<file path="src/rtl/core/jsu_pkg.sv">
// Shared widths, symbol encodings and code table of the Jacobi symbol unit.
`default_nettype none

package jsu_pkg;

  localparam int VALUE_BITS_DEF = 31;   // default working width of the modulus
  localparam int NUM_W          = 32;   // numerator width
  localparam int MOD_W          = 31;   // modulus register width

  // Symbol in two's complement
  localparam logic signed [1:0] SYM_NEG  = 2'sb11;
  localparam logic signed [1:0] SYM_ZERO = 2'sb00;
  localparam logic signed [1:0] SYM_POS  = 2'sb01;

  // Two-bit code: -1 -> 0, 0 -> 1, +1 -> 2
  localparam logic [1:0] CODE_TABLE [3] = '{2'd0, 2'd1, 2'd2};

  // Engine control and status
  typedef struct packed {
    logic start;   // load a new numerator
    logic take;    // result consumed
  } jsu_ctl_t;

  typedef struct packed {
    logic              idle;
    logic              done;
    logic signed [1:0] sym;
  } jsu_sts_t;

  function automatic logic [1:0] code_of(input logic signed [1:0] s);
    logic [1:0] c;
    c = CODE_TABLE[1];
    unique case (s)
      SYM_NEG:  c = CODE_TABLE[0];
      SYM_POS:  c = CODE_TABLE[2];
      default:  c = CODE_TABLE[1];
    endcase
    return c;
  endfunction

endpackage

`default_nettype wire

</file>
<file path="src/rtl/core/jsu_engine.sv">
// Iterative binary Jacobi reduction: one shared subtract/compare per cycle.
`default_nettype none

module jsu_engine
  import jsu_pkg::*;
#(
  parameter int VALUE_BITS = VALUE_BITS_DEF
) (
  input  wire logic                    clk,
  input  wire logic                    rst_n,
  input  wire jsu_ctl_t                ctl,
  input  wire logic signed [NUM_W-1:0] num_in,
  input  wire logic [MOD_W-1:0]        mod_in,
  output jsu_sts_t                     sts
);

  localparam int AW = (VALUE_BITS > NUM_W) ? VALUE_BITS : NUM_W;

  typedef enum logic [1:0] {ST_IDLE, ST_RUN, ST_DONE} state_t;

  state_t                 state_r;
  logic [AW-1:0]          a_r;
  logic [VALUE_BITS-1:0]  n_r;
  logic                   neg_r;     // running sign is -1
  logic signed [1:0]      sym_r;

  logic [NUM_W-1:0]                 num_abs;
  logic [MOD_W+VALUE_BITS-1:0]      mod_ext;
  logic [VALUE_BITS-1:0]            n_init;
  logic [AW+NUM_W-1:0]              abs_ext;
  logic [AW-1:0]                    n_wide;
  logic [AW-1:0]                    diff;
  logic                             a_lt_n;
  logic                             a_zero;
  logic                             n_bad;

  always_comb begin
    num_abs = num_in[NUM_W-1] ? (~num_in + 1'b1) : num_in;
    abs_ext = {{AW{1'b0}}, num_abs};
    mod_ext = {{VALUE_BITS{1'b0}}, mod_in};
    n_init  = mod_ext[VALUE_BITS-1:0];
    n_bad   = ~n_init[0];                 // even, zero included
    n_wide  = AW'(n_r);
    // one subtractor: the borrow out is the a < n compare
    {a_lt_n, diff} = {1'b0, a_r} - {1'b0, n_wide};
    a_zero  = (a_r == '0);
  end

  always_ff @(posedge clk) begin
    if (!rst_n) begin
      state_r <= ST_IDLE;
      sym_r   <= SYM_ZERO;
      neg_r   <= 1'b0;
    end else begin
      unique case (state_r)
        ST_IDLE: begin
          if (ctl.start) begin
            a_r   <= abs_ext[AW-1:0];
            n_r   <= n_init;
            // (-1/n) = -1 when n = 3 mod 4
            neg_r <= num_in[NUM_W-1] & (n_init[1:0] == 2'b11);
            if (n_bad) begin
              sym_r   <= SYM_ZERO;
              state_r <= ST_DONE;
            end else begin
              state_r <= ST_RUN;
            end
          end
        end
        ST_RUN: begin
          if (a_zero) begin
            if (n_r == VALUE_BITS'(1)) begin
              sym_r <= neg_r ? SYM_NEG : SYM_POS;
            end else begin
              sym_r <= SYM_ZERO;
            end
            state_r <= ST_DONE;
          end else if (!a_r[0]) begin
            // factor of two: (2/n) = -1 when n = 3 or 5 mod 8
            a_r <= a_r >> 1;
            if (n_r[2:0] == 3'd3 || n_r[2:0] == 3'd5) begin
              neg_r <= ~neg_r;
            end
          end else if (a_lt_n) begin
            // reciprocity swap
            a_r <= n_wide;
            n_r <= a_r[VALUE_BITS-1:0];
            if (a_r[1:0] == 2'b11 && n_r[1:0] == 2'b11) begin
              neg_r <= ~neg_r;
            end
          end else begin
            a_r <= diff;
          end
        end
        ST_DONE: begin
          if (ctl.take) begin
            state_r <= ST_IDLE;
          end
        end
        default: state_r <= ST_IDLE;
      endcase
    end
  end

  always_comb begin
    sts.idle = (state_r == ST_IDLE);
    sts.done = (state_r == ST_DONE);
    sts.sym  = sym_r;
  end

  // Modulus stays odd for the whole reduction
  a_n_odd: assert property (@(posedge clk) disable iff (!rst_n)
    state_r == ST_RUN |-> n_r[0])
    else $error("jsu_engine: even modulus during reduction");

  // A swap always leaves a above n
  a_swap: assert property (@(posedge clk) disable iff (!rst_n)
    (state_r == ST_RUN && !a_zero && a_r[0] && a_lt_n) |=> (a_r > AW'(n_r)))
    else $error("jsu_engine: swap did not order operands");

  // Finished symbol is a legal value
  a_sym: assert property (@(posedge clk) disable iff (!rst_n)
    state_r == ST_DONE |-> sym_r != 2'sb10)
    else $error("jsu_engine: illegal symbol");

  // Start is only issued to an idle engine
  a_start: assert property (@(posedge clk) disable iff (!rst_n)
    ctl.start |-> state_r == ST_IDLE)
    else $error("jsu_engine: start while busy");

endmodule

`default_nettype wire

</file>
<file path="src/rtl/core/jacobi_symbol_unit_top.sv">
// Top level of the Jacobi symbol unit: stream ports, modulus register, output stage.
//
//  channel | dir | handshake          | payload
//  --------+-----+--------------------+---------------------------------------------
//  in_     | in  | in_tvalid/tready   | tdata[31:0] numerator (signed), tlast is_last
//  out_    | out | out_tvalid/tready  | tdata[1:0] symbol, [3:2] code_bits, tlast
//  cfg_    | in  | cfg_we             | cfg_wdata[30:0] modulus P
//
// One item at a time: the accepting edge loads the engine, then a data-dependent
// reduction (one shift, swap or subtract per cycle on the shared subtractor), a step
// that sees the zero remainder, and the hand-off of the result to the output register
// once that register is empty or draining.
// Even or zero modulus skips the reduction and goes straight to the hand-off.
// in_tready is high only while the engine is idle; the output register lets the
// engine take the next item while a result waits on out_tready.
// Synchronous active-low reset; modulus resets to 3.
`default_nettype none

module jacobi_symbol_unit_top
  import jsu_pkg::*;
#(
  parameter int VALUE_BITS = VALUE_BITS_DEF
) (
  input  wire logic             clk,
  input  wire logic             rst_n,
  // input items
  input  wire logic             in_tvalid,
  output logic                  in_tready,
  input  wire logic [31:0]      in_tdata,    // [31:0] numerator
  input  wire logic             in_tlast,    // is_last
  // results
  output logic                  out_tvalid,
  input  wire logic             out_tready,
  output logic [7:0]            out_tdata,   // [1:0] symbol, [3:2] code_bits, [7:4] zero
  output logic                  out_tlast,   // last_out
  // modulus register
  input  wire logic             cfg_we,
  input  wire logic [MOD_W-1:0] cfg_wdata
);

  logic [MOD_W-1:0]  mod_r;
  logic              last_r;       // tlast of the item in the engine
  logic              out_valid_r;
  logic signed [1:0] out_sym_r;
  logic [1:0]        out_code_r;
  logic              out_last_r;

  jsu_ctl_t ctl;
  jsu_sts_t sts;
  logic     in_fire;
  logic     take;

  assign in_tready = sts.idle;
  assign in_fire   = in_tvalid & sts.idle;
  // result moves to the output register when it is empty or draining
  assign take      = sts.done & (~out_valid_r | out_tready);

  always_comb begin
    ctl.start = in_fire;
    ctl.take  = take;
  end

  jsu_engine #(
    .VALUE_BITS (VALUE_BITS)
  ) u_engine (
    .clk    (clk),
    .rst_n  (rst_n),
    .ctl    (ctl),
    .num_in (in_tdata),
    .mod_in (mod_r),
    .sts    (sts)
  );

  always_ff @(posedge clk) begin
    if (!rst_n) begin
      mod_r       <= MOD_W'(3);
      out_valid_r <= 1'b0;
    end else begin
      if (cfg_we) begin
        mod_r <= cfg_wdata;
      end
      if (take) begin
        out_valid_r <= 1'b1;
      end else if (out_tready) begin
        out_valid_r <= 1'b0;
      end
    end
  end

  // payload registers
  always_ff @(posedge clk) begin
    if (in_fire) begin
      last_r <= in_tlast;
    end
    if (take) begin
      out_sym_r  <= sts.sym;
      out_code_r <= code_of(sts.sym);
      out_last_r <= last_r;
    end
  end

  assign out_tvalid = out_valid_r;
  assign out_tdata  = {4'b0000, out_code_r, out_sym_r};
  assign out_tlast  = out_last_r;

endmodule

`default_nettype wire
</file>
<file path="config.mk">
export PLATFORM = sky130hd
export DESIGN_NAME = jacobi_symbol_unit_top
export DESIGN_NICKNAME = d
export VERILOG_FILES = /design/src/rtl/core/jsu_pkg.sv /design/src/rtl/core/jsu_engine.sv /design/src/rtl/core/jacobi_symbol_unit_top.sv
export SDC_FILE = /design/constraint.sdc
export NUM_CORES = 1
export LEC_CHECK = 0
export BUFFER_PORTS_ARGS = -buffer_cell sky130_fd_sc_hd__buf_2
export CAP_MARGIN = 10
export CELL_PAD_IN_SITES_DETAIL_PLACEMENT = 1
export CELL_PAD_IN_SITES_GLOBAL_PLACEMENT = 2
export CORE_MARGIN = 2
export CORE_UTILIZATION = 34
export CTS_BUF_LIST = sky130_fd_sc_hd__clkbuf_2
export DETAILED_ROUTE_END_ITERATION = 8
export GPL_TIMING_DRIVEN = 0
export PLACE_DENSITY = 0.89
export RECOVER_POWER = 25
export SLEW_MARGIN = 0
export SYNTH_ARGS = -nofsm -noshare
export SYNTH_HDL_FRONTEND = slang
export SYNTH_SLANG_ARGS = --single-unit
export TNS_END_PERCENT = 20
</file>
<file path="constraint.sdc">
create_clock -name clk -period 4.65 [get_ports clk]
set_clock_uncertainty 0.15 [all_clocks]
set_input_delay 0 -clock clk [delete_from_list [all_inputs] [get_ports clk]]
set_output_delay 0 -clock clk [all_outputs]
set_load 0.02 [all_outputs]
</file>
==> results.rst <==
.. list-table::
   :header-rows: 1

   * - Metric
     - Value
   * - Pins over their slew limit
     - 0
   * - Synth area leader
     - edfxtp_1
   * - Startpoint-to-endpoint class of the critical path
     - register to register
   * - Number of clock buffers inserted by TritonCTS
     - 9
   * - Cell area power density
     - 282 mW/mm2
   * - Endpoint arrival time on the critical path
     - 4670 ps
   * - Share of power burned in registers
     - 43.2%
   * - Dominant cell by count in the synthesized netlist
     - nand2_1
   * - Top post-synthesis cells by count
     - 121 x nand2_1, 69 x edfxtp_1, 54 x mux2i_1, 52 x a21oi_1, 45 x xnor2_1
   * - Die ar.
     - 0.0228 mm2
   * - Critical path fanouts, max
     - 19
   * - Yosys reg bits
     - 106
   * - Final Cell Area
     - 0.00974 mm2
   * - Cell leakage power
     - 3.96 nW
   * - Number of cells produced by synthesis
     - 827
   * - Required time of the critical path
     - 4930 ps
   * - Timing-limited maximum frequency
     - 0.228 GHz
   * - Cell area after synthesis
     - 0.00735 mm2
   * - Reg2Reg Depth
     - 14
   * - Total track usage
     - 26.4%
   * - Buffers from clock root to sink, at most
     - 2
   * - Routability-driven placement congestion ratio
     - 0.914
   * - Wire length of the first global-routing pass
     - 45200 um
   * - Sequential-to-total area share from yosys stat
     - 38.3%
   * - Tmin final
     - 4390 ps
   * - Cell total after placement
     - 1181
   * - Tightest Hold Check Type
     - primary input to register
   * - Final-report setup violation count
     - 0
   * - IR Drop Worst-Case VDD
     - 0.000122 V
   * - Top post-synthesis cells by area
     - edfxtp_1 28%, dfxtp_1 10%, mux2i_1 7.4%
   * - Average vias per placed instance
     - 5.51
   * - Drt pass-1 iters
     - 5
   * - Endpoints failing hold
     - 0
   * - Kind of start point of the critical path
     - register
   * - Area growth syn-to-layout
     - 32.5%
   * - Share of synthesized registers carrying an async set or reset
     - 0%
   * - Max-capacitance violation count
     - 0
   * - Worst Tran Pin Value
     - 953 ps
   * - DRT iter0 DRCs
     - 570
   * - Portion of synthesized cell area occupied by the leading cell type
     - 28.2%
   * - Horizontal extent of the die
     - 151 um
   * - Fill cells
     - 2532
   * - Final cell count without fillers
     - 1346
   * - Cell internal power dissipation
     - 1.70 mW
   * - Number of distinct library cells after synthesis
     - 60
   * - Top Ports
     - 80
   * - Die H
     - 151 um
   * - Pin count of the biggest net entering global routing
     - 23
   * - Clock root buffer
     - clkbuf_2
   * - Reported net switching power
     - 1.04 mW
   * - Net switching fraction of the power
     - 38.1%
   * - Post-detail-place hpwl
     - 19000 um
   * - GR Overflow Total
     - 0
   * - Total number of H-tree levels
     - 3
   * - Cell area after placement
     - 0.00814 mm2
   * - Core box area
     - 0.0211 mm2
   * - Most used flip-flop cell after synthesis
     - edfxtp_1
   * - Count of input and output buffers
     - 74
   * - Comb power frac
     - 39.0%
   * - Antenna violations before repair
     - 3
   * - Vias in the first global route
     - 7958
   * - Std-Cell Rows
     - 53
   * - Total Wirelength
     - 29500 um
   * - Clock tree from TritonCTS
     - yes
   * - Avg WL per Cell
     - 22.0 um
   * - Fraction of final layout cells sized beyond drive strength 1
     - 10.7%
   * - Yosys warning count
     - 0
   * - Share of power burned in the clock network
     - 17.8%
   * - Run status
     - completed
   * - Kind of end point of the critical path
     - register
   * - Final design utilization
     - 46.2%
   * - Cell depth of the worst hold path
     - 3
   * - Post-synth EDFFs
     - 69
   * - Worst slew slack as a fraction of its limit
     - 36.5%
   * - Final worst-path cycle share
     - 94.4%
   * - Nets
     - 1165
   * - Post-Synthesis Mean Instance Area
     - 8.89 um2
   * - Setup repair after global routing missed its margin
     - no
   * - Clock transition at path regs
     - 330 ps
   * - Clock sink count
     - 106
   * - Effective utilization at floorplan
     - 34.8%
   * - Routed via count
     - 7422
   * - Number of remaining DRC errors
     - 0
   * - Clock latency at the later pin of the worst-skew pair
     - 650 ps
   * - ANT nets after route
     - 0
## placed cells by master (no fill, tap or decap), types with 11 or more instances in the layout
cell,synthesis,final
dlygate4sd3_1,0,143
nand2_1,121,121
edfxtp_1,69,69
buf_2,1,67
mux2i_1,54,54
a21oi_1,52,51
xnor2_1,45,45
inv_1,44,43
o21ai_0,40,40
nor2b_1,39,38
clkbuf_1,29,37
dfxtp_1,37,37
nor2_1,34,34
ha_1,32,32
or3_1,23,23
nor4_1,18,18
a21o_1,17,17
nand3_1,17,17
o31ai_1,14,14
xor2_1,12,12
nand2b_1,11,11
## registers in the layout (all words and copies together) (netlist names)
signal            cells
out_sym_r             2
out_tlast             1
out_code_r            2
u_engine.sym_r        2
last_r                1
u_engine.a_r         32
out_tvalid            1
u_engine.n_r         31
mod_r                31
u_engine.neg_r        1
u_engine.state_r      2
## worst paths after layout
| path | start | endpoint | slack (ps) |
|---|---|---|---|
| hold / removal | cfg_we | mod_r[0] | 110 |
| setup / recovery | u_engine.a_r[0] | u_engine.n_r[12] | 260 |
| hold reg to reg | last_r | out_tlast | 350 |
| setup reg to reg | u_engine.a_r[0] | u_engine.n_r[12] | 260 |
## per-layer routing
layer  vias up  GRT usage [%]  routed length (um)
met1      3613           31.4               11500
met2       289           46.7               14800
met3        82           3.43                1820
li1       3438              -                   -
met4         0           13.0                1370
met5         -              0                   0
## area by class of cell
| type | count | area (um2) | area share (%) |
|---|---|---|---|
| multi-input cells | 638 | 4210 | 43.2 |
| flip-flops and latches | 106 | 2810 | 28.9 |
| repair buffers | 223 | 1880 | 19.3 |
| well taps | 275 | 344 | 3.53 |
| plain buffers | 41 | 193 | 1.98 |
| inverters | 44 | 169 | 1.73 |
| clock inverters | 7 | 76.3 | 0.784 |
| clock buffers | 9 | 45.0 | 0.463 |
| diodes | 3 | 7.51 | 0.0771 |
## metrics by stage
| step | setup WS [ps] | hold slack [ps] | setup TNS (ps) | power [mW] |
|---|---|---|---|---|
| detailed placement | -218 | 28.7 | -4600 | 2.11 |
| finish | 261 | 107 | 0 | 2.74 |
| CTS | 77.7 | 49.6 | 0 | 2.68 |
| floorplan | 462 | -51.1 | 0 | 1.82 |
| global placement | -1420 | 29.0 | -44110 | 2.08 |
| global route | 91.7 | 101 | 0 | 2.86 |
## critical path, stage by stage, from the launching register on
cell	delay, ps
edfxtp_1	510
clkinvlp_4	350
ha_1	340
fa_1	400
nand2b_1	210
a211oi_2	360
o21a_1	250
a211oi_4	110
o21a_4	260
o21ai_2	200
a31oi_4	230
buf_6	240
a21oi_1	250
nor2b_4	120
buf_16	180
## cell families (layout without fill, tap and decap cells)
group                      Yosys count  in the layout  synth area share, %
AOI/OAI and AO/OA                  186            186                 16.5
xor gates and xnor gates            57             57                 6.79
adders and majority gates           33             33                 5.72
buffers and inverters               86            324                 4.92
DFF                                106            106                 38.3
muxes                               55             55                 7.51
other                                1              7               0.0510
and+or+nand+nor                    303            303                 20.3
## power by group through the flow
| stage | Clock, mW | Combinational [mW] | Sequential (mW) |
|---|---|---|---|
| after floorplan | 0 | 0.649 | 1.17 |
| after global placement | 0 | 0.882 | 1.20 |
| after detailed placement | 0 | 0.912 | 1.20 |
| after CTS | 0.485 | 1.02 | 1.18 |
| after global routing | 0.512 | 1.16 | 1.19 |
| final | 0.488 | 1.07 | 1.19 |
## what timing repair did
item	in CTS	in global routing
setup endpoints to repair	31	24
hold endpoints to repair	108	0
buffers inserted	0	4
resized for setup	1	1
hold buffers	143	0
Power figures use the tool's default switching activity.
